==> src/sv/nnpp_ram.sv <==
// Generic single-write, single-read RAM with registered read data.
module nnpp_ram #(
  parameter int WIDTH = 32,
  parameter int DEPTH = 64
) (
  input  logic                     clk,
  input  logic                     we,
  input  logic [$clog2(DEPTH)-1:0] waddr,
  input  logic [WIDTH-1:0]         wdata,
  input  logic [$clog2(DEPTH)-1:0] raddr,
  output logic [WIDTH-1:0]         rdata
);

  logic [WIDTH-1:0] mem_r [DEPTH];
  logic [WIDTH-1:0] rdata_r;

  always_ff @(posedge clk) begin
    if (we) begin
      mem_r[waddr] <= wdata;
    end
    rdata_r <= mem_r[raddr];
  end

  assign rdata = rdata_r;

endmodule

==> config.mk <==
export PLATFORM = sky130hd
export DESIGN_NAME = nnpp_ram
export DESIGN_NICKNAME = d
export VERILOG_FILES = /design/src/sv/nnpp_ram.sv
export SDC_FILE = /design/constraint.sdc
export NUM_CORES = 2
export LEC_CHECK = 0
export ABC_CLOCK_PERIOD_IN_PS = 7950
export BUFFER_PORTS_ARGS = -buffer_cell sky130_fd_sc_hd__buf_2
export CORE_AREA = 2 2 447 449
export CTS_BUF_LIST = sky130_fd_sc_hd__clkbuf_2 sky130_fd_sc_hd__clkbuf_4 sky130_fd_sc_hd__clkbuf_8
export CTS_CLUSTER_SIZE = 24
export DETAILED_ROUTE_END_ITERATION = 16
export DIE_AREA = 0 0 449 451
export PLACE_DENSITY = 0.62
export SYNTH_ARGS = -nofsm -noshare
export SYNTH_HDL_FRONTEND = slang
export SYNTH_SLANG_ARGS = --single-unit
==> constraint.sdc <==
create_clock -name clk -period 7.95 [get_ports clk]
set_input_delay 0.795 -clock clk [delete_from_list [all_inputs] [get_ports clk]]
set_output_delay 0.795 -clock clk [all_outputs]
set_load 0.02 [all_outputs]
== Word level (Yosys, flattened, before mapping) ==
Memories as Yosys holds them, arrays and structs flattened. A register that Yosys moved wholly into a read port is not among the register bits.
Cells that the tools add are included.

* Input bits: 46
* Register bits: 0
* Bits in writable memories: 2048
* Memories kept: 1
* Output and inout bits: 32
* Word-level logic and storage cells: 3

{| class="wikitable"
|+ Memory list
! memory !! words !! width !! rd ports !! clocked after memory_dff !! wr ports !! line !! source
|-
| mem_r || 64 || 32 || 1 || 1 || 1 || 14 || <nowiki>logic [WIDTH-1:0] mem_r [DEPTH];</nowiki>
|}

* Muxes and demuxes: 2

{| class="wikitable"
|+ Operator list
! operator !! count
|-
| $mux 1 || 2
|}

== Longest topological paths before layout ==
* Depth after elaboration: 2
* Depth in mapped cells: 10

== Worst setup path after synthesis ==
OpenSTA, ideal clock, no wires.

* Path kind: input -> register
* Start point: input port waddr[3]
* End point: memory mem_r[48][0], enable pin
* Buffers on the path: 1
* Stages on the path: 4
* Arrival: 3.494 ns
* Setup time: 0.461 ns
* Setup slack: 3.995 ns
* Data required time: 7.489 ns
* Path through: clkbuf_1 > nor2b_1 > nand4b_1 > nor3_1

{| class="wikitable"
|+ RTL lines
! what !! line !! source
|-
| from (decl) || 8 || <nowiki>input logic [$clog2(DEPTH)-1:0] waddr,</nowiki>
|-
| to (decl) || 14 ||
|}

No word-level cell before the write port.

==> run summary <==
Clk pin slew, worst setup/hold paths -> 0.06 ns
Top cell type's share of synthesized area -> 78.3%
VDD IR max -> 0.183 mV
Hold Crit Start -> wdata[25]
Post-CTS setup buffers -> 0
Tcrit/Tclk final -> 43.9%
Final Max Slew Viols -> 0
Die Wd -> 449 um
Hold slack -> 0.453 ns
Dpl ws -> 3.44 ns
Top cells by area, synth -> edfxtp_1 78%, mux4_2 16%, mux2i_1 1.2%
Max_cap viols -> 0
DRC -> 0
Die Ht -> 451 um
Initial Utilization -> 39.6%
Worst reg2reg path endpoint -> rdata[1]
Layout cells sized above 1 -> 33.5%
Initial antenna violation count -> 13
WHS Endpoint -> mem_r[37][25]
Nets -> 3,705
Post-Syn Area per Cell -> 23.6 um2
CTS root buffer -> clkbuf_8
Fin. Hold Viols -> 0
Setup crit start kind -> input pin
Placed instance count -> 5,974
Vias in the first global route -> 38,100
Mapped Nets -> 3,370
Final WS setup -> 4.46 ns
CP endpoint kind -> flop
Skew final -> 0.0646 ns
Worst reg-to-reg path cell count -> 5
Setup TNS Final -> 0 ns
Core area -> 198,000 um2
Seq/Total Area, Yosys -> 79.1%
Placed Area -> 82,700 um2
Initial drt markers -> 4,406
HP Class -> in -> reg
CTS resizes -> 0
Final Non-Filler Cells -> 6,565
Cts hold-fix bufs -> 0
Tot GR Track Use -> 19.6%
Area Growth Syn to Fin -> 13.6%
Synth cell types -> 34
Crit path DAT -> 4.31 ns
Unrepaired setup endpoints after global routing -> no
Via/cell ratio -> 5.71
# IOs -> 78
Worst-Skew Late Latency -> 1.03 ns
Relative slew slack -> 14.0%
Ys Warns -> 0
CTS tree -> done
# setup viols final -> 0
Initial DRT Pass Iterations -> 7
Leak Pwr -> 27.7 nW
Input/output buffers -> 77
Routed WL per cell -> 30.4 um
Count of cells along the worst hold path -> 2
Gpl congestion -> 0.770
Cell taking the most area after synthesis -> edfxtp_1
Worst r2r src -> mem_r[39][1]
Worst-Margin Slew -> 1.29 ns
Post-route ant nets -> 0
Clock sinks -> 2,080
Row cnt -> 164
P per Cell Area -> 249 nW/um2
Largest net degree at the start of global routing -> 112
Seq cells post-synth -> 2,080
FMAX -> 287 MHz
Reg2reg setup slack -> 5.72 ns
Post-Syn Area -> 78,500 um2
CTS buffer count -> 339
GR Overflow Total -> 0
Cell area after layout -> 89,200 um2
Cells after synthesis -> 3,324
DPL Wire Length -> 105,000 um
Max FO, Critical Path -> 75
DIE AREA -> 202,000 um2
First-pass GRT wire length -> 283,000 um
Critical path type -> in -> reg
CTS H-tree lvls -> 5
Worst path required time -> 8.77 ns
Longest Clk Path Bufs -> 4
Drt total wl -> 200,000 um
Tmin final -> 3.49 ns
Status -> finished, final reports clean
Via count -> 37,500
[through the flow]
step | util, % | total power [mW]
2_1_floorplan | - | 13.0
5_1_grt | 45.0 | 23.0
4_1_cts | 45.0 | 22.5
3_5_place_dp | 41.7 | 13.5
6_report | 45.0 | 22.2
3_3_place_gp | 41.7 | 13.5
[power by group]
part	internal, mW	switching, mW	total [mW]
registers	12.1	0.0544	12.2
clock network	4.92	4.06	8.98
logic	0.391	0.679	1.07
total	17.5	4.79	22.2
[synth_stat cells, drive strengths merged]
master / number
edfxtp: 2048
mux4: 544
nor2: 137
buf: 108
mux2i: 93
o22ai: 84
clkbuf: 74
a21oi: 62
dfxtp: 32
o221ai: 27
nand2: 26
nor2b: 15
a22oi: 12
a311oi: 8
nand2b: 8
nor3: 7
nand3: 5
nand3b: 5
or3b: 5
a41o: 4
and3: 4
o32ai: 4
or2: 3
or3: 3
and2: 2
nand4: 2
a31oi: 1
nand4b: 1
[routing by layer]
metal | part of all wire, % | global-route usage (%) | up-vias | routed length (um)
li1 | - | - | 15000 | -
met1 | 40 | 27.1 | 20300 | 80600
met2 | 48 | 30.9 | 1769 | 96000
met3 | 8.4 | 4.49 | 354 | 16900
met4 | 3.2 | 6.66 | 2 | 6360
met5 | 0.0065 | 0 | - | 13
[final cells by class]
cell class              count  area [um2]
diodes                     10        25.0
clock buffers             491        5930
clock inverters            90         513
fillers                 16500      109000
multi-input cells        1062       16000
flip-flops and latches   2080       62100
well taps                2656        3320
repair buffers            176        1290
[placed cells by master (no fill, tap or decap), types with 6 or more instances in the layout]
master    count
mux4_2      544
nor2_1       75
dfxtp_1      32
a311oi_1      8
mux2i_1      93
nor2b_1      15
o22ai_1      84
nand2_1      26
o221ai_1     27
buf_2        73
nor2_4       62
clkinv_2     18
clkinv_1     63
buf_4        89
diode_2      10
nand2b_1      6
clkbuf_8    358
clkbuf_4    133
buf_12       10
a22oi_1      12
edfxtp_1   2048
a21oi_1      62
[how the worst max path moves through the flow]
stage,startpoint,end,depth (start not counted)
final,raddr[0],rdata[1],7
after global routing,raddr[0],rdata[1],7
after CTS,raddr[0],rdata[1],7
after detailed placement,raddr[0],rdata[1],7
after global placement,raddr[0],rdata[1],7
after floorplan,waddr[3],mem_r[48][0],4
[sequential cells by signal, summed over array words and instances (netlist names)]
name and count:
rdata 32, mem_r 2048
[cells by family after synthesis]
| kind of cell | share of synthesized area, % |
|---|---|
| multiplexers | 16.8 |
| AND/OR/NAND/NOR | 1.27 |
| flip-flops | 79.1 |
| buffers and inverters | 1.13 |
| AO/OA/AOI/OAI | 1.67 |
[worst max-delay path: stages]
cell and delay, ns:
buf_8 0.56, buf_12 0.59, nand3b_1 0.80, o221ai_1 0.48, a21oi_1 0.13, a21oi_1 0.69
nor2_1 0.11
Note: power is estimated with default switching activity, not from simulation.
