===== src/sv/nnpp_pkg.sv =====
// Shared constants, types and helper functions for the pair potential block.
package nnpp_pkg;

  localparam int MAX_NODES    = 16;
  localparam int MAX_LAYERS   = 4;
  localparam int NUM_TYPES    = 4;
  localparam int WEIGHT_WORDS = 2048;

  localparam int BLOCK_WORDS = MAX_NODES * MAX_NODES + MAX_NODES;
  localparam int NODE_W      = $clog2(MAX_NODES);
  localparam int CNT_W       = NODE_W + 1;
  localparam int LAYER_W     = $clog2(MAX_LAYERS + 1);
  localparam int WADDR_W     = $clog2(WEIGHT_WORDS);
  localparam int SCR_DEPTH   = MAX_LAYERS * MAX_NODES;
  localparam int SCR_W       = $clog2(SCR_DEPTH);
  localparam int CUT_DEPTH   = NUM_TYPES * NUM_TYPES;
  localparam int CUT_W       = $clog2(CUT_DEPTH);
  localparam int TYPE_W      = 2;
  localparam int Q_W         = 32;
  localparam int RSQ_W       = 64;
  localparam int ROOT_W      = 32;

  localparam int IN_DATA_W  = 144;
  localparam int OUT_DATA_W = 136;
  localparam int HLC_W      = 3;
  localparam int NPL_W      = 5;
  localparam int CFG_DATA_W = 5;

  localparam logic signed [Q_W:0]   ONE_Q  = 33'sd16777216;
  localparam logic signed [Q_W-1:0] SIG_LO = -32'sd134217728;
  localparam logic signed [Q_W-1:0] SIG_HI = 32'sd134217728;

  // request kinds on in_tuser
  localparam logic [1:0] REQ_WEIGHT = 2'd0;
  localparam logic [1:0] REQ_CUTOFF = 2'd1;
  localparam logic [1:0] REQ_EVAL   = 2'd2;

  // configuration register indexes
  localparam logic CFG_LAYERS = 1'b0;
  localparam logic CFG_NODES  = 1'b1;

  typedef struct packed {
    logic                    hit;
    logic signed [Q_W-1:0]   val;
  } sat_t;

  function automatic sat_t sat32(input logic signed [63:0] v);
    sat_t s;
    if (v[63:31] != {33{v[63]}}) begin
      s.hit = 1'b1;
      s.val = v[63] ? 32'sh8000_0000 : 32'sh7fff_ffff;
    end else begin
      s.hit = 1'b0;
      s.val = v[31:0];
    end
    return s;
  endfunction

  // sigmoid at x = -8, -7.5, .., 8 in Q8.24
  function automatic logic [23:0] sig_tab(input logic [5:0] i);
    logic [23:0] t;
    case (i)
      6'd0:  t = 24'd5626;
      6'd1:  t = 24'd9274;
      6'd2:  t = 24'd15285;
      6'd3:  t = 24'd25186;
      6'd4:  t = 24'd41484;
      6'd5:  t = 24'd68286;
      6'd6:  t = 24'd112287;
      6'd7:  t = 24'd184330;
      6'd8:  t = 24'd301759;
      6'd9:  t = 24'd491778;
      6'd10: t = 24'd795674;
      6'd11: t = 24'd1272689;
      6'd12: t = 24'd1999893;
      6'd13: t = 24'd3060592;
      6'd14: t = 24'd4512088;
      6'd15: t = 24'd6334081;
      6'd16: t = 24'd8388608;
      6'd17: t = 24'd10443135;
      6'd18: t = 24'd12265128;
      6'd19: t = 24'd13716624;
      6'd20: t = 24'd14777323;
      6'd21: t = 24'd15504527;
      6'd22: t = 24'd15981542;
      6'd23: t = 24'd16285438;
      6'd24: t = 24'd16475457;
      6'd25: t = 24'd16592886;
      6'd26: t = 24'd16664929;
      6'd27: t = 24'd16708930;
      6'd28: t = 24'd16735732;
      6'd29: t = 24'd16752030;
      6'd30: t = 24'd16761931;
      6'd31: t = 24'd16767942;
      default: t = 24'd16771590;
    endcase
    return t;
  endfunction

endpackage


===== src/sv/nnpp_isqrt.sv =====
// Iterative integer square root, two radicand bits per cycle.
module nnpp_isqrt import nnpp_pkg::*; (
  input  logic              clk,
  input  logic              rst_n,
  input  logic              start,
  input  logic [RSQ_W-1:0]  radicand,
  output logic              done,
  output logic [ROOT_W-1:0] root
);

  logic [RSQ_W-1:0] v_r, v_nxt, res_r, res_nxt, bit_r, bit_nxt, trial;
  logic             done_r, done_nxt;

  always_comb begin
    v_nxt    = v_r;
    res_nxt  = res_r;
    bit_nxt  = bit_r;
    done_nxt = 1'b0;
    trial    = res_r + bit_r;
    if (start) begin
      v_nxt   = radicand;
      res_nxt = '0;
      bit_nxt = {2'b01, {(RSQ_W-2){1'b0}}};
    end else if (bit_r != '0) begin
      if (v_r >= trial) begin
        v_nxt   = v_r - trial;
        res_nxt = (res_r >> 1) + bit_r;
      end else begin
        res_nxt = res_r >> 1;
      end
      bit_nxt  = bit_r >> 2;
      done_nxt = (bit_r == RSQ_W'(1));
    end
  end

  always_ff @(posedge clk) begin
    if (!rst_n) begin
      bit_r  <= '0;
      done_r <= 1'b0;
    end else begin
      bit_r  <= bit_nxt;
      done_r <= done_nxt;
    end
  end

  always_ff @(posedge clk) begin
    v_r   <= v_nxt;
    res_r <= res_nxt;
  end

  assign done = done_r;
  assign root = res_r[ROOT_W-1:0];

endmodule


===== config.mk =====
export PLATFORM = sky130hd
export DESIGN_NAME = nnpp_isqrt
export DESIGN_NICKNAME = d
export VERILOG_FILES = /design/src/sv/nnpp_pkg.sv /design/src/sv/nnpp_isqrt.sv
export SDC_FILE = /design/constraint.sdc
export NUM_CORES = 1
export LEC_CHECK = 0
export BUFFER_PORTS_ARGS = -buffer_cell sky130_fd_sc_hd__buf_2
export CAP_MARGIN = 10
export CORE_MARGIN = 2
export CORE_UTILIZATION = 50
export DETAILED_ROUTE_END_ITERATION = 8
export PLACE_DENSITY = 0.73
export SLEW_MARGIN = 20
export SYNTH_ARGS = -nofsm -noshare
export SYNTH_HDL_FRONTEND = slang
export SYNTH_SLANG_ARGS = --single-unit

===== constraint.sdc =====
create_clock -name clk -period 11.8 [get_ports clk]
set_clock_uncertainty 0.05 [all_clocks]
set_input_delay 1.77 -clock clk [delete_from_list [all_inputs] [get_ports clk]]
set_output_delay 1.77 -clock clk [all_outputs]
set_load 0.02 [all_outputs]

# Yosys cells after proc, flatten, opt, wreduce, memory -nomap -nowiden
# Cells that the tools add are included.
[classes]
addsub = 3
multipliers = 0
div = 0
order_cmp = 1
eq_ne = 1
shift = 0
n_mux = 6
bitwise = 2
n_reduce_logical = 6
[ops]
columns = ["cell", "count"]
rows = [
  ["64-bit two-way mux", 4],
  ["63-bit two-way mux", 2],
  ["63-bit by 63-bit adder with 64-bit output", 1],
  ["64-bit by 63-bit adder with 64-bit output", 1],
  ["64-bit greater-or-equal comparator", 1],
  ["64-bit nonzero test", 1],
  ["64-bit subtractor", 1],
  ["32-bit by 1-bit equality test with 1-bit output (second input constant)", 1],
  ["2-bit nonzero test", 2],
  ["3-bit OR reduction", 1],
  ["1-bit NOT", 2],
  ["2-bit AND reduction", 1],
  ["2-bit OR reduction", 1],
]
[word_totals]
regBits = 161
latch_bits = 0
ramBits = 0
rom_bits = 0
in_bits = 67
out_inout_bits = 33
word_cells = 24
mem_count = 0

# Depth between registers and ports, before layout
[logic_depth]
depth_word = 5
depth_mapped = 26
depth_no_buf = 23

# Worst setup path before layout
# OpenSTA, ideal clock, no wires.
[synth_path]
path_type = "flip-flop to flip-flop"
startpoint = "register res_r[2]"
endpoint = "register v_r[0], enable pin"
arrival_ns = 9.112
required_time_ns = 11.176
setup_slack_ns = 2.064
stages_incl_launch_ff = 23
n_path_buf = 3
synth_period_minus_slack_ns = 9.736
cell_sequence = "dfxtp_1 > ha_1 > a31oi_2 > a211oi_1 > a21oi_1 > o21ai_1 > a21o_1 > o31a_1 > a21o_1 > or4_1 > nand2_1 > xor2_1 > ha_1 > clkbuf_1 > nand4_1 > nor2_1 > a221oi_1 > or3b_1 > o21ai_1 > o41a_4 > buf_6 > buf_2 > o21ai_0"
[synth_between]
elab_chain_cells = 4
[synth_rtl]
columns = ["element", "line_no", "rtl"]
rows = [
  ["start, declared", "nnpp_isqrt.sv:11", "logic [RSQ_W-1:0] v_r, v_nxt, res_r, res_nxt, bit_r, bit_nxt, trial;"],
  ["start signal, assigned", "nnpp_isqrt.sv:48", "res_r <= res_nxt;"],
  ["64-bit by 63-bit adder with 64-bit output", "nnpp_isqrt.sv:19", "trial = res_r + bit_r;"],
  ["64-bit greater-or-equal comparator", "nnpp_isqrt.sv:25", "if (v_r >= trial) begin"],
  ["2-bit nonzero test (no line)", "--", ""],
  ["2-bit AND reduction (no line)", "--", ""],
  ["end signal, assigned", "nnpp_isqrt.sv:47", "v_r <= v_nxt;"],
  ["end, declared", "nnpp_isqrt.sv:11", ""],
]
# No other way between the ends.
# A chain may end at the register's enable or synchronous reset.

# Worst setup path after layout
[layout_path]
startpoint = "register bit_r[0]"
endpoint = "register v_r[56], enable pin"
[layout_between]
elab_chain_cells = 4
word_cells_on_any_way = 6
classes_between = "add/sub: 1; order compare: 1; reduce/logical: 4"
[layout_rtl]
columns = ["element", "line_no", "rtl"]
rows = [
  ["start, declared", "nnpp_isqrt.sv:11", ""],
  ["start signal, assigned", "nnpp_isqrt.sv:41", "bit_r <= bit_nxt;"],
  ["64-bit by 63-bit adder with 64-bit output", "nnpp_isqrt.sv:19", ""],
  ["64-bit greater-or-equal comparator", "nnpp_isqrt.sv:25", ""],
  ["2-bit nonzero test (no line)", "--", ""],
  ["2-bit AND reduction (no line) (*)", "--", ""],
]
# Every way passes the cells marked *; elsewhere a longest branch is shown, timed or not.

==> impl_metrics.ini <==
[cts]
tritoncts.num_buffers = 17
cts_resized = 0
cts.reportedPaths.clkPinSlew_ps = 70
htree_levels = 4
cts-hold-fix-buffers = 0
clockBufferDepth = 2
clock-sinks = 161
clk_latency_ps = 450
post_cts_buffers = 0
cts_tree = yes
cts-root-buf = clkbuf_16

[sta]
worst_slack_ps = 4680
rsz0062_at_grt = no
finalCriticalPeriod_ps = 7120
setup_tns_ps = 0
worstMarginPinSlew_ps = 974
setup_viol = 0
fin_crit_sh = 0.603
timing.fmax_ghz = 0.141
slew_headroom = 0.344
drv_slew = 0
final_hold_viol_count = 0

[worst_hold_path]
hold_path_class = reg -> reg

[route]
wl_per_cell_um = 19.0
num_vias = 14600
drt_pre_antenna_iters = 5
drt-initial-drc-count = 1283
remaining_drc_errors = 0
postRouteWirelength_um = 44400
ant_nets = 0
viasPerCell = 6.25

[grt]
grt_pass1_wl_um = 69900
grt_pass1_vias = 13500
grt_use_met3 = 0.0450
grt_max_degree = 115
track_usage = 0.277
grt_use_met1 = 0.368
top_usage_layer = met2
grt_overflow = 0
antenna_found_initial = 1
use_met2 = 0.457

[placement]
hpwlAfterDp_um = 33200
place_area_mm2 = 0.0156
numPortBuffers = 99
dp_slack_ps = 4550
gp_congestion = 0.940

[logic_synthesis]
synth_top_area_cell = dfxtp_1
yosys.area_share.adder = 0.108
synth_area_leaders = dfxtp_1, edfxtp_1, ha_1
synth_ff_type = dfxtp_1
syn_inst = 1948
synth_mux_area_frac = 0.0140
synth_area_per_cell_um2 = 7.80
yosysMostFrequentCell = nand2_1
netlist_area_mm2 = 0.0152
synth-simple-area-share = 0.209
synth-compound-area-share = 0.273
synth_top_area_frac = 0.128
ys_seq_area_frac = 0.254
ys_types = 83
synth_xor_xnor_area_share = 0.0830
async_reset_ff_frac = 0
synth-seq-cells = 161
synth_top_family_by_area = compound AO/OA/AOI/OAI gates
synthTopCellsByCount = nand2_1, o21ai_0, nor2_1
syn-num-nets = 2146
ys_warn_count = 0
synth-edff-count = 64

[die]
ios = 100
core_area_mm2 = 0.0298
dieArea_mm2 = 0.0318
start_util = 0.510
fp.dieW_um = 178
die_h_um = 178
rows = 63

[finish]
drive_gt1_frac = 0.0970
nets = 2133
syn_to_final_growth_pct = 6.63
utilization = 0.544
finalInstanceArea_mm2 = 0.0162

[worst_setup_path]
crit_path_max_fanout = 47
critPathRequiredTime_ps = 11830
critPathArrivalTime_ps = 7150
criticalPathCategory = reg -> reg
start_kind = flip-flop
worstSetupEndpointType = flip-flop

[pwr]
power.leakage_nw = 6.29
powerDensity_mw_per_mm2 = 166
p_total_mw = 2.70
vdd_drop_max_v = 0.000109

[job]
cap_violations = 0

[status]
status = finished, final reports clean
[flip-flops by register name (all words and copies together), names as in the netlist]
register  cells
done          1
res_r        64
bit_r        32
v_r          64
[path summary, 6_finish.rpt]
path / cells past startpoint / slack (ps) / to / startpoint
max: 21 / 4680 / v_r[56] / bit_r[0]
min: 1 / 470 / bit_r[16] / bit_r[18]
min reg2reg: 1 / 470 / bit_r[16] / bit_r[18]
max reg2reg: 21 / 4680 / v_r[56] / bit_r[0]
[cells in the final DEF (no fill, tap or decap), drive strengths merged, types with 6 or more instances in the layout]
cell type    n
nand2      203
o21ai      184
nor2       164
a21oi      150
ha         130
buf        108
dfxtp       97
xnor2       80
xor2        64
edfxtp      64
inv         55
a31oi       50
and3        47
nand4       44
a211oi      44
a21o        38
nor3        37
nand3       32
o21bai      29
and2        26
or3         26
a31o        21
nor2b       21
a311oi      21
mux2i       19
clkbuf      19
nor4        15
nand2b      14
o21a        12
a221oi      12
o31ai       10
and4         9
a21boi       9
nor3b        7
o211ai       6
[power breakdown]
part	switching, mW	internal [mW]	leakage, nW
sequential	0.0757	0.701	1.43
combinational	0.823	0.506	4.56
clock	0.266	0.323	0.295
[per-stage QoR]
stage / std cells / hold WS, ps
5_1_grt: 2338 / 492
6_report: 2339 / 470
3_5_place_dp: 2306 / 462
2_1_floorplan: 1948 / 406
4_1_cts: 2338 / 469
3_3_place_gp: 2306 / 457
[final cells by class]
cell class              instances  area (µm²)
fillers                      2865       13600
inverters                      50         188
flip-flops and latches        161        3860
well taps                     390         488
diodes                          1        2.50
clock buffers                  19         475
multi-input cells            1597       10500
repair buffers                108         573
clock inverters                13         138
[critical path, cell delays in order, from the launching register on]
cell and delay (ps):
dfxtp_1 430, ha_1 220, ha_1 190, a21oi_1 90, o21ai_0 210, a31o_2 240, a41oi_1 300, o21a_1 330
o41ai_1 450, nor3b_1 450, a221o_1 330, nand2_1 100, xor2_1 180, ha_1 420, nand2_1 150, o21ai_0 280
a221oi_1 170, or3b_1 190, o21ai_1 140, o41a_4 490, o21ai_4 600, buf_4 670
[layer usage]
metal | share of wire | vias up
li1 | - | 7182
met1 | 0.46 | 6863
met2 | 0.46 | 501
met3 | 0.063 | 69
met4 | 0.025 | 0
met5 | 0 | -
[cell families after synthesis]
family | count (synthesis)
compound gates | 642
xor+xnor | 144
fa+ha+maj | 131
buf+inv | 190
flops | 161
mux | 21
simple gates | 659
No activity file was read; power rests on OpenSTA's default activity.
