[config.mk]
export PLATFORM = sky130hd
export DESIGN_NAME = nnpp_div
export DESIGN_NICKNAME = d
export VERILOG_FILES = /design/src/sv/nnpp_pkg.sv /design/src/sv/nnpp_div.sv
export SDC_FILE = /design/constraint.sdc
export NUM_CORES = 1
export LEC_CHECK = 0
export BUFFER_PORTS_ARGS = -buffer_cell sky130_fd_sc_hd__buf_2
export CORE_MARGIN = 4
export CORE_UTILIZATION = 50
export CTS_BUF_LIST = sky130_fd_sc_hd__clkbuf_4
export DETAILED_ROUTE_END_ITERATION = 10
export PLACE_DENSITY = 0.77
export SYNTH_ARGS = -nofsm -noshare
export SYNTH_HDL_FRONTEND = slang
export SYNTH_SLANG_ARGS = --single-unit
[constraint.sdc]
create_clock -name clk -period 5.4 [get_ports clk]
set_input_delay 0.81 -clock clk [delete_from_list [all_inputs] [get_ports clk]]
set_output_delay 0.81 -clock clk [all_outputs]
set_load 0.02 [all_outputs]
[src/sv/nnpp_pkg.sv]
// Shared constants, types and helper functions for the pair potential block.
package nnpp_pkg;

  localparam int MAX_NODES    = 16;
  localparam int MAX_LAYERS   = 4;
  localparam int NUM_TYPES    = 4;
  localparam int WEIGHT_WORDS = 2048;

  localparam int BLOCK_WORDS = MAX_NODES * MAX_NODES + MAX_NODES;
  localparam int NODE_W      = $clog2(MAX_NODES);
  localparam int CNT_W       = NODE_W + 1;
  localparam int LAYER_W     = $clog2(MAX_LAYERS + 1);
  localparam int WADDR_W     = $clog2(WEIGHT_WORDS);
  localparam int SCR_DEPTH   = MAX_LAYERS * MAX_NODES;
  localparam int SCR_W       = $clog2(SCR_DEPTH);
  localparam int CUT_DEPTH   = NUM_TYPES * NUM_TYPES;
  localparam int CUT_W       = $clog2(CUT_DEPTH);
  localparam int TYPE_W      = 2;
  localparam int Q_W         = 32;
  localparam int RSQ_W       = 64;
  localparam int ROOT_W      = 32;

  localparam int IN_DATA_W  = 144;
  localparam int OUT_DATA_W = 136;
  localparam int HLC_W      = 3;
  localparam int NPL_W      = 5;
  localparam int CFG_DATA_W = 5;

  localparam logic signed [Q_W:0]   ONE_Q  = 33'sd16777216;
  localparam logic signed [Q_W-1:0] SIG_LO = -32'sd134217728;
  localparam logic signed [Q_W-1:0] SIG_HI = 32'sd134217728;

  // request kinds on in_tuser
  localparam logic [1:0] REQ_WEIGHT = 2'd0;
  localparam logic [1:0] REQ_CUTOFF = 2'd1;
  localparam logic [1:0] REQ_EVAL   = 2'd2;

  // configuration register indexes
  localparam logic CFG_LAYERS = 1'b0;
  localparam logic CFG_NODES  = 1'b1;

  typedef struct packed {
    logic                    hit;
    logic signed [Q_W-1:0]   val;
  } sat_t;

  function automatic sat_t sat32(input logic signed [63:0] v);
    sat_t s;
    if (v[63:31] != {33{v[63]}}) begin
      s.hit = 1'b1;
      s.val = v[63] ? 32'sh8000_0000 : 32'sh7fff_ffff;
    end else begin
      s.hit = 1'b0;
      s.val = v[31:0];
    end
    return s;
  endfunction

  // sigmoid at x = -8, -7.5, .., 8 in Q8.24
  function automatic logic [23:0] sig_tab(input logic [5:0] i);
    logic [23:0] t;
    case (i)
      6'd0:  t = 24'd5626;
      6'd1:  t = 24'd9274;
      6'd2:  t = 24'd15285;
      6'd3:  t = 24'd25186;
      6'd4:  t = 24'd41484;
      6'd5:  t = 24'd68286;
      6'd6:  t = 24'd112287;
      6'd7:  t = 24'd184330;
      6'd8:  t = 24'd301759;
      6'd9:  t = 24'd491778;
      6'd10: t = 24'd795674;
      6'd11: t = 24'd1272689;
      6'd12: t = 24'd1999893;
      6'd13: t = 24'd3060592;
      6'd14: t = 24'd4512088;
      6'd15: t = 24'd6334081;
      6'd16: t = 24'd8388608;
      6'd17: t = 24'd10443135;
      6'd18: t = 24'd12265128;
      6'd19: t = 24'd13716624;
      6'd20: t = 24'd14777323;
      6'd21: t = 24'd15504527;
      6'd22: t = 24'd15981542;
      6'd23: t = 24'd16285438;
      6'd24: t = 24'd16475457;
      6'd25: t = 24'd16592886;
      6'd26: t = 24'd16664929;
      6'd27: t = 24'd16708930;
      6'd28: t = 24'd16735732;
      6'd29: t = 24'd16752030;
      6'd30: t = 24'd16761931;
      6'd31: t = 24'd16767942;
      default: t = 24'd16771590;
    endcase
    return t;
  endfunction

endpackage

[src/sv/nnpp_div.sv]
// Iterative signed divide by an unsigned divisor, one quotient bit per cycle, truncating.
module nnpp_div import nnpp_pkg::*; (
  input  logic               clk,
  input  logic               rst_n,
  input  logic               start,
  input  logic signed [63:0] num,
  input  logic [ROOT_W-1:0]  den,
  output logic               done,
  output logic signed [63:0] quot
);

  logic [63:0]       mag_r, mag_nxt, q_r, q_nxt;
  logic [ROOT_W-1:0] rem_r, rem_nxt, den_r, den_nxt;
  logic [ROOT_W:0]   rem_sh;
  logic              neg_r, neg_nxt, ge;
  logic [6:0]        cnt_r, cnt_nxt;
  logic              done_r, done_nxt;

  always_comb begin
    mag_nxt  = mag_r;
    q_nxt    = q_r;
    rem_nxt  = rem_r;
    den_nxt  = den_r;
    neg_nxt  = neg_r;
    cnt_nxt  = cnt_r;
    done_nxt = 1'b0;
    rem_sh   = {rem_r, mag_r[63]};
    ge       = (rem_sh >= {1'b0, den_r});
    if (start) begin
      neg_nxt = num[63];
      mag_nxt = num[63] ? 64'(-num) : 64'(num);
      den_nxt = den;
      rem_nxt = '0;
      q_nxt   = '0;
      cnt_nxt = 7'd64;
    end else if (cnt_r != '0) begin
      rem_nxt  = ge ? ROOT_W'(rem_sh - {1'b0, den_r}) : rem_sh[ROOT_W-1:0];
      q_nxt    = {q_r[62:0], ge};
      mag_nxt  = mag_r << 1;
      cnt_nxt  = cnt_r - 7'd1;
      done_nxt = (cnt_r == 7'd1);
    end
  end

  always_ff @(posedge clk) begin
    if (!rst_n) begin
      cnt_r  <= '0;
      done_r <= 1'b0;
    end else begin
      cnt_r  <= cnt_nxt;
      done_r <= done_nxt;
    end
  end

  always_ff @(posedge clk) begin
    mag_r <= mag_nxt;
    q_r   <= q_nxt;
    rem_r <= rem_nxt;
    den_r <= den_nxt;
    neg_r <= neg_nxt;
  end

  assign done = done_r;
  assign quot = neg_r ? -$signed(q_r) : $signed(q_r);

endmodule

### Word-level counts from Yosys, hierarchy flattened

Cells that the tools add are included.

| word-level totals | value |
|---|---|
| bits in registers | 201 |
| input bits | 99 |
| output and inout port bits | 65 |

| cells by class | value |
|---|---|
| $add $sub $neg | 4 |
| magnitude comparators | 1 |
| equal/unequal tests | 1 |
| muxes and demuxes | 7 |
| bitwise operators | 2 |
| reduce and logical (&&, ||, !) cells | 4 |

Operator list:

| kind | number |
|---|---|
| $mux W64 | 4 |
| $neg A64 Y64 | 2 |
| $ge A33 B32 Y1 | 1 |
| $mux W32 | 1 |
| $sub A32 B32 Y32 | 1 |
| $mux W7 | 2 |
| $eq A7 B1 Y1 const B | 1 |
| $reduce_bool A7 Y1 | 1 |
| $sub A7 B1 Y7 const B | 1 |
| $reduce_or A3 Y1 | 1 |
| $not A1 Y1 | 2 |
| $reduce_bool A2 Y1 | 1 |
| $reduce_or A2 Y1 | 1 |

### Logic depth before layout (Yosys ltp)

Gate-level depths: netlist of the first run.

| depth | value |
|---|---|
| depth in word-level cells | 3 |
| gate-level depth with buffers | 12 |

### Worst setup path after synthesis of the first run

No wires, ideal clock.

| timing path | value |
|---|---|
| path kind | reg-to-output |
| from | register q_r[13] |
| to | output quot[57] |
| data arrival time | 3.391 ns |
| required time | 4.590 ns |
| setup slack | 1.199 ns |
| stages on the path, launching flop included | 9 |
| buffers on the path | 0 |
| path through | dfxtp_1 -> or4_4 -> or4_4 -> or4_4 -> or3_4 -> or2_4 -> or3_4 -> o41ai_4 -> xnor2_1 |

| on the way | value |
|---|---|
| longest elaborated chain between the ends | 2 |

Ends and longest elaborated chain:

| what | line | text |
|---|---|---|
| start, declared | nnpp_div.sv:12 | `logic [63:0] mag_r, mag_nxt, q_r, q_nxt;` |
| start signal, assigned | nnpp_div.sv:57 | `q_r <= q_nxt;` |
| $neg A64 Y64 | nnpp_div.sv:64 | `assign quot = neg_r ? -$signed(q_r) : $signed(q_r);` |
| $mux W64 | nnpp_div.sv:64 |  |
| end, declared | nnpp_div.sv:9 | `output logic signed [63:0] quot` |

No other way between the ends.

### Final worst setup path of the first run

Ends and elaborated chain as after synthesis.

==> results of run 1 <==
## kinds of logic after synthesis
group	Yosys count	share of synthesized area, %
flip-flops	201	41.7
AND/OR/NAND/NOR	482	18.9
AO/OA/AOI/OAI	377	19.2
multiplexers	14	1.18
XOR/XNOR	152	11.1
adder cells (fa/ha/maj)	37	3.93
buffers and inverters	123	3.89
## routing by layer
layer,vias up,share of wire [%]
li1,5300,-
met1,4759,46
met2,341,45
met3,55,7.4
met4,2,2.1
met5,-,0.025
## power groups by stage
stage | clock network [W] | logic (W) | registers [W]
detailed placement | 0 | 0.00274 | 0.00212
finish | 0.00138 | 0.00276 | 0.00209
global placement | 0 | 0.00269 | 0.00211
floorplan | 0 | 0.00209 | 0.00208
CTS | 0.00144 | 0.00275 | 0.00209
global route | 0.00152 | 0.00306 | 0.00212
## per-stage QoR
stage	hold WS, ns	std cells	util [%]	total power (W)
5_1_grt	0.236	1901	58.2	0.00670
3_3_place_gp	0.460	1801	55.1	0.00480
4_1_cts	0.247	1900	58.2	0.00628
2_1_floorplan	0.444	1386	-	0.00417
6_report	0.321	1901	58.2	0.00623
3_5_place_dp	0.477	1801	55.1	0.00486
## cell type report
cell class | instances | area (um^2)
Antenna cell | 1 | 2.50
Clock buffer | 85 | 638
Clock inverter | 14 | 80.1
Fill cell | 2180 | 9840
Inverter | 48 | 180
Multi-Input combinational cell | 1062 | 6530
Sequential cell | 201 | 4990
Tap cell | 319 | 399
Timing Repair Buffer | 171 | 882
## how the worst max path moves through the flow
stage,from,to,slack (ns),depth (start not counted)
after detailed placement,num[4],mag_r[59],0.94,9
after CTS,q_r[13],quot[57],0.24,9
after floorplan,q_r[13],quot[57],1.20,8
final,q_r[13],quot[57],0.31,9
after global routing,q_r[13],quot[57],0.16,9
after global placement,num[4],mag_r[59],1.02,9
## placed cells by master, fill, tap and decap left out, types with 22 or more instances in the layout
cell type	instances
nand2_1	194
a21oi_1	164
buf_2	162
nor2_1	119
dfxtp_1	104
edfxtp_1	97
clkbuf_4	85
xnor2_1	77
xor2_1	75
o21ai_0	64
inv_1	46
o31ai_1	38
ha_1	36
nand3_1	23
nor3_1	22
## registers in the layout, summed over array words and instances (netlist names)
register,flops
neg_r,1
rem_r,32
cnt_r,7
mag_r,64
den_r,32
q_r,64
done,1
## critical path, stage by stage, from the launching register on
cell,delay (ns)
dfxtp_1,0.37
or4_4,0.56
or4_4,0.50
or4_4,0.57
or3_4,0.39
or2_4,0.27
or3_4,0.38
o41ai_4,0.24
xnor2_1,0.17
buf_2,0.19
==> results.md, run 1 <==
* Outcome: completed
* Final period util at 94.3%
* Ys async rst share at 0%
* CTS tree: built
* Die H at 163 um
* Max Root-Sink Buffers at 3
* Final worst slack at between 0.3 and 0.4 ns
* Post-CTS Setup Bufs at 0
* Placed Area at between 10000 and 15000 um^2
* Number of flops mapped to enable cells by yosys at 97
* Internal reg-to-reg setup slack at about 2.3 ns
* CP endpoint kind: output port
* Num rows at 56
* Pre-antenna DRT Iters at 5
* Mapped Area at 12000 um^2
* Met3 GRT Util at 4.48%
* Die ar. at ~26000 um^2
* Min Clock Period, post-route at between 5 and 6 ns
* Hold depth at 1
* CP Data Required Time at 4.59 ns
* Via count at approximately 10000
* Yosys warning count at 0
* Setup TNS at 0 ns
* Crit Reg-Reg Endpoint: rem_r[5]
* Switching share of total power at between 40% and 50%
* GP Congestion at 0.899
* Port buffer count at approximately 160
* Most Crowded Layer GR: met2
* CTS Buf Count at 55
* Initial detailed-routing violation count at just over 800
* Yosys cell types at 62
* H-tree depth at 2
* Final WL at approximately 28000 um
* Final setup fails at 0
* Fin nets at around 1700
* Final Instance Area at 13700 um^2
* Per-cell routed wire length at about 15 um
* Final hold viol count at 0
* Initial core utilization at around half
* CTS Hold Bufs at 0
* Worst R2R Start: den_r[13]
* Largest net degree at the start of global routing at 100
* Post-CTS sizing at 0
* Sequential area share after synthesis at roughly two fifths
* Hold endpoint: den_r[29]
* Crit path arrival time at 4.28 ns
* Fmax at 196 MHz
* Slew headroom at between 30% and 40%
* GRT overflow at 0
* Cells after synthesis at approximately 1400
* Ranking of synthesized cells by area: edfxtp_1 24%, dfxtp_1 17%, a21oi_1 6.9%
* Worst Hold Class: in -> reg
* Synthesized Nets at approximately 1500
* Vias in the first global route at a little under 10000
* Pint at approximately 0.0037 W
* DRC at 0
* Via density at ~5.5
* Met2 usage at between 30% and 40%
* Clock Latency Late Sink at approximately 0.66 ns
* Layout area overhead at 14.5%
* Hpwl dp at 19200 um
* VDD IR-drop max at around 220 uV
* Fin Clk Skew at ~0.026 ns
* Sequential share of power at 33.6%
* Reg2Reg Depth at 11
* CTS root buffer: clkbuf_4
* Clock-pin slew on the worst setup and hold paths at roughly 0.06 ns
* PD cells at ~450 nW/um^2
* Count leader, synth: nand2_1
* Met1 usage at 27.7%
* Core region area at about 24000 um^2
* Crit Path Class: reg -> out
* Largest fanout on the critical path at 7
* Comb pwr share at about 44%
* Layout cells sized above 1 at ~18%
* Die W at approximately 160 um
* Syn_area_per_cell at 8.63 um^2
* FF+latch count, synth at about 200
* Max Transition Viols Final at 0
* Clk sinks at 201
* RSZ-0062 raised after global routing: no
* Pre-CTS setup slack at around 0.94 ns
* Yosys top cell area share at between 20 and 25%
* # IOs at between 150 and 200
* Ys flop type: dfxtp_1
* Static leakage at 5.59 nW
* Switching pwr at between 0.002 and 0.003 W
* Clock Power Share at between 20% and 30%
* Antenna-violating nets left at 0
* GR Util All Layers at roughly 20%
* Initial antenna violation count at 2
* Worst-margin pin slew at between 1 and 1.5 ns
* Hold Crit Start: den[29]
* Max_cap viols at 0
* Worst setup SP type: flop
* Commonest cells post-synth: 194 x nand2_1, 164 x a21oi_1, 119 x nor2_1, 104 x dfxtp_1, 97 x edfxtp_1
* Largest area contributor in the netlist: edfxtp_1
* Global-route wire length before repair at approximately 46000 um
(Power assumes the default switching activity.)
==> run 2: changes to the inputs <==
--- a/config.mk
+++ b/config.mk
@@ -5,7 +5,7 @@
 export SDC_FILE = /design/constraint.sdc
 export NUM_CORES = 1
 export LEC_CHECK = 0
-export BUFFER_PORTS_ARGS = -buffer_cell sky130_fd_sc_hd__buf_2
+export BUFFER_PORTS_ARGS = -buffer_cell sky130_fd_sc_hd__clkbuf_2
 export CORE_MARGIN = 4
 export CORE_UTILIZATION = 50
 export CTS_BUF_LIST = sky130_fd_sc_hd__clkbuf_4
==> run 2 against run 1 <==
Effect of this change:
- core utilization is 0.085 points lower
- via count up 0.65%
- clock power down 3%
- combinational power about the same
- power decreased by 0.66%
- critical endpoint unchanged
==> results.md, run 2 (synthesis gave the netlist of run 1 again) <==
* Most used cell, CP: or4_4
* Antenna-violating nets left at 0 (unchanged)
* Highest-count cells in the layout ignoring fill and taps: 194 x nand2_1, 164 x a21oi_1, 162 x clkbuf_2
* Die ar. at 26500 um^2 (unchanged)
* Per-cell routed wire length at 14.7 um (+1.1%)
* Crit Reg-Reg Endpoint: rem_r[18]
* Die H at 163 um (unchanged)
* Switching pwr at 0.00255 W (+0.82%)
* Clock Latency Late Sink at 0.68 ns (+0.02 ns)
* Max stage delay on crit path at 0.57 ns (about the same)
* Fill count at 2168 (-0.55%)
* Layout cells sized above 1 at 17.8% (-0.14 points)
* Outcome: completed
* Final hold viol count at 0 (unchanged)
* Hold depth at 1 (unchanged)
* Core region area at 23500 um^2 (unchanged)
* GR Util All Layers at 20.5% (+0.083 points)
* CTS root buffer: clkbuf_4
* CP endpoint kind: output port
* Initial antenna violation count at 1 (-1)
* Layout area overhead at 14.3%
* Max_cap viols at 0 (unchanged)
* GRT overflow at 0 (unchanged)
* Worst setup SP type: flop
* # IOs at 164 (unchanged)
* Final Non-Filler Cells at 1902 (+0.053%)
* Final WL at 28000 um (+1.1%)
* Worst-margin pin slew at 1.12 ns (+0.116 ns)
* Via density at 5.53 (+0.60%)
* CP Data Required Time at 4.59 ns (about the same)
* Crit path max-delay cell type: or4_4
* Port buffer count at 163 (unchanged)
* Final setup fails at 0 (unchanged)
* Min Clock Period, post-route at 5.07 ns (-0.0209 ns)
* Setup TNS at 0 ns (unchanged)
* Fin Clk Skew at 0.0513 ns (+0.0257 ns)
* CTS tree: built
* Switching share of total power at 41.2% (+0.60 points)
* Clock Power Share at 21.6% (-0.5 points)
* Final Instance Area at 13700 um^2 (-0.15%)
* VDD IR-drop max at 247 uV (+14%)
* CP cell instances: or4_4 -> or4_4 -> or4_4 -> or3_4 -> or2_4 -> or3_4 -> o41ai_4 -> xnor2_1 -> clkbuf_2
* Vias in the first global route at 9625 (+0.042%)
* Hold endpoint: den_r[17]
* Slew headroom at 25.6% (-7.7 points)
* Comb pwr share at 44.7% (+0.4 points)
* Static leakage at 5.56 nW (-0.58%)
* Fin nets at 1675 (unchanged)
* Pre-antenna DRT Iters at 7 (+2)
* Largest fanout on the critical path at 7 (unchanged)
* Initial detailed-routing violation count at 837 (+3.2%)
* Sequential share of power at 33.7% (about the same)
* Fmax at 197 MHz (+0.41%)
* Most common cell after layout, fill and taps aside: nand2_1
* Crit path arrival time at 4.26 ns (-0.02 ns)
* DRC at 0 (unchanged)
* Reg2Reg Depth at 11 (unchanged)
* Post-CTS Setup Bufs at 0 (unchanged)
* Largest net degree at the start of global routing at 167 (+67%)
* Post-CTS sizing at 0 (unchanged)
* H-tree depth at 2 (unchanged)
* Max Root-Sink Buffers at 3 (unchanged)
* Global-route wire length before repair at 45900 um (+0.42%)
* Clock-pin slew on the worst setup and hold paths at 0.07 ns (about the same)
* # placed instances at 1800 (-0.056%)
* Crit Path Class: reg -> out
* GP Congestion at 0.901 (+0.24%)
* Hold Crit Start: den[17]
* Hpwl dp at 19400 um (+0.98%)
* Die W at 163 um (unchanged)
* Pint at 0.00364 W (-1.7%)
* Final period util at 94.0% (-0.39 points)
* CTS Buf Count at 56 (+1.8%)
* Max Transition Viols Final at 0 (unchanged)
* Num rows at 56 (unchanged)
* Worst Hold Class: in -> reg
* Internal reg-to-reg setup slack at 2.34 ns (about the same)
* CTS Hold Bufs at 0 (unchanged)
* RSZ-0062 raised after global routing: no
* Placed Area at 13000 um^2 (about the same)
* Clk sinks at 201 (unchanged)
* Largest regs: mag_r: 64 flops, q_r: 64 flops
* Via count at 10500 (+0.65%)
* PD cells at 452 nW/um^2 (-0.51%)
* Fin util at 58.1% (-0.085 points)
* Worst R2R Start: den_r[13]
* Initial core utilization at 50.8% (unchanged)
-- run 2: changes by cell type in the layout (fill, tap and decap cells not counted), moves of 2 or more --
cell / delta
buf_2: -162
buf_4: -2
clkinv_1: +3
clkbuf_4: -2
clkbuf_2: +162
-- run 2: how the worst max path moves through the flow --
| stage | end | startpoint |
|---|---|---|
| 4_1_cts | quot[57] | q_r[13] |
| 3_3_place_gp | mag_r[59] | num[4] |
| 6_report | quot[57] | q_r[13] |
| 2_1_floorplan | quot[57] | q_r[13] |
| 5_1_grt | quot[57] | q_r[13] |
| 3_5_place_dp | mag_r[59] | num[4] |
-- run 2: cell type report --
cell class	instances	area, um^2	share of cell area [%]
Antenna cell	1	2.50	0.0183
Clock buffer	83	623	4.55
Clock inverter	18	70.1	0.512
Inverter	48	180	1.32
Multi-Input combinational cell	1062	6530	47.7
Sequential cell	201	4990	36.5
Tap cell	319	399	2.92
Timing Repair Buffer	170	887	6.48
-- run 2: worst max-delay path: cells and delay by family (launching register included) --
kind,cells,cell delay [ns]
AOI/OAI and AO/OA,1,0.24
buffers and inverters,1,0.20
xor gates and xnor gates,1,0.17
and+or+nand+nor,6,2.66
DFF,1,0.37
-- run 2: per-layer routing --
layer / global-route usage, % / part of all wire [%] / vias to the layer above
met3: 4.25 / 7.0 / 50
met1: 28.7 / 46 / 4817
met4: 6.37 / 1.9 / 0
met5: 0 / 0 / -
li1: - / - / 5299
met2: 32.1 / 45 / 359
-- run 2: power by group through the flow --
stage,Sequential (W),Combinational [W],Clock [W]
after global placement,0.00211,0.00269,0
final,0.00209,0.00276,0.00134
after floorplan,0.00208,0.00209,0
after global routing,0.00212,0.00306,0.00147
after CTS,0.00209,0.00276,0.00139
after detailed placement,0.00212,0.00274,0
-- run 2: stage by stage --
stage,total power [W],worst slack (ns),hold slack [ns]
after global placement,0.00480,1.03,0.459
after detailed placement,0.00486,0.919,0.464
after CTS,0.00623,0.255,0.251
after global routing,0.00665,0.182,0.257
after floorplan,0.00417,1.20,0.444
final,0.00619,0.326,0.306
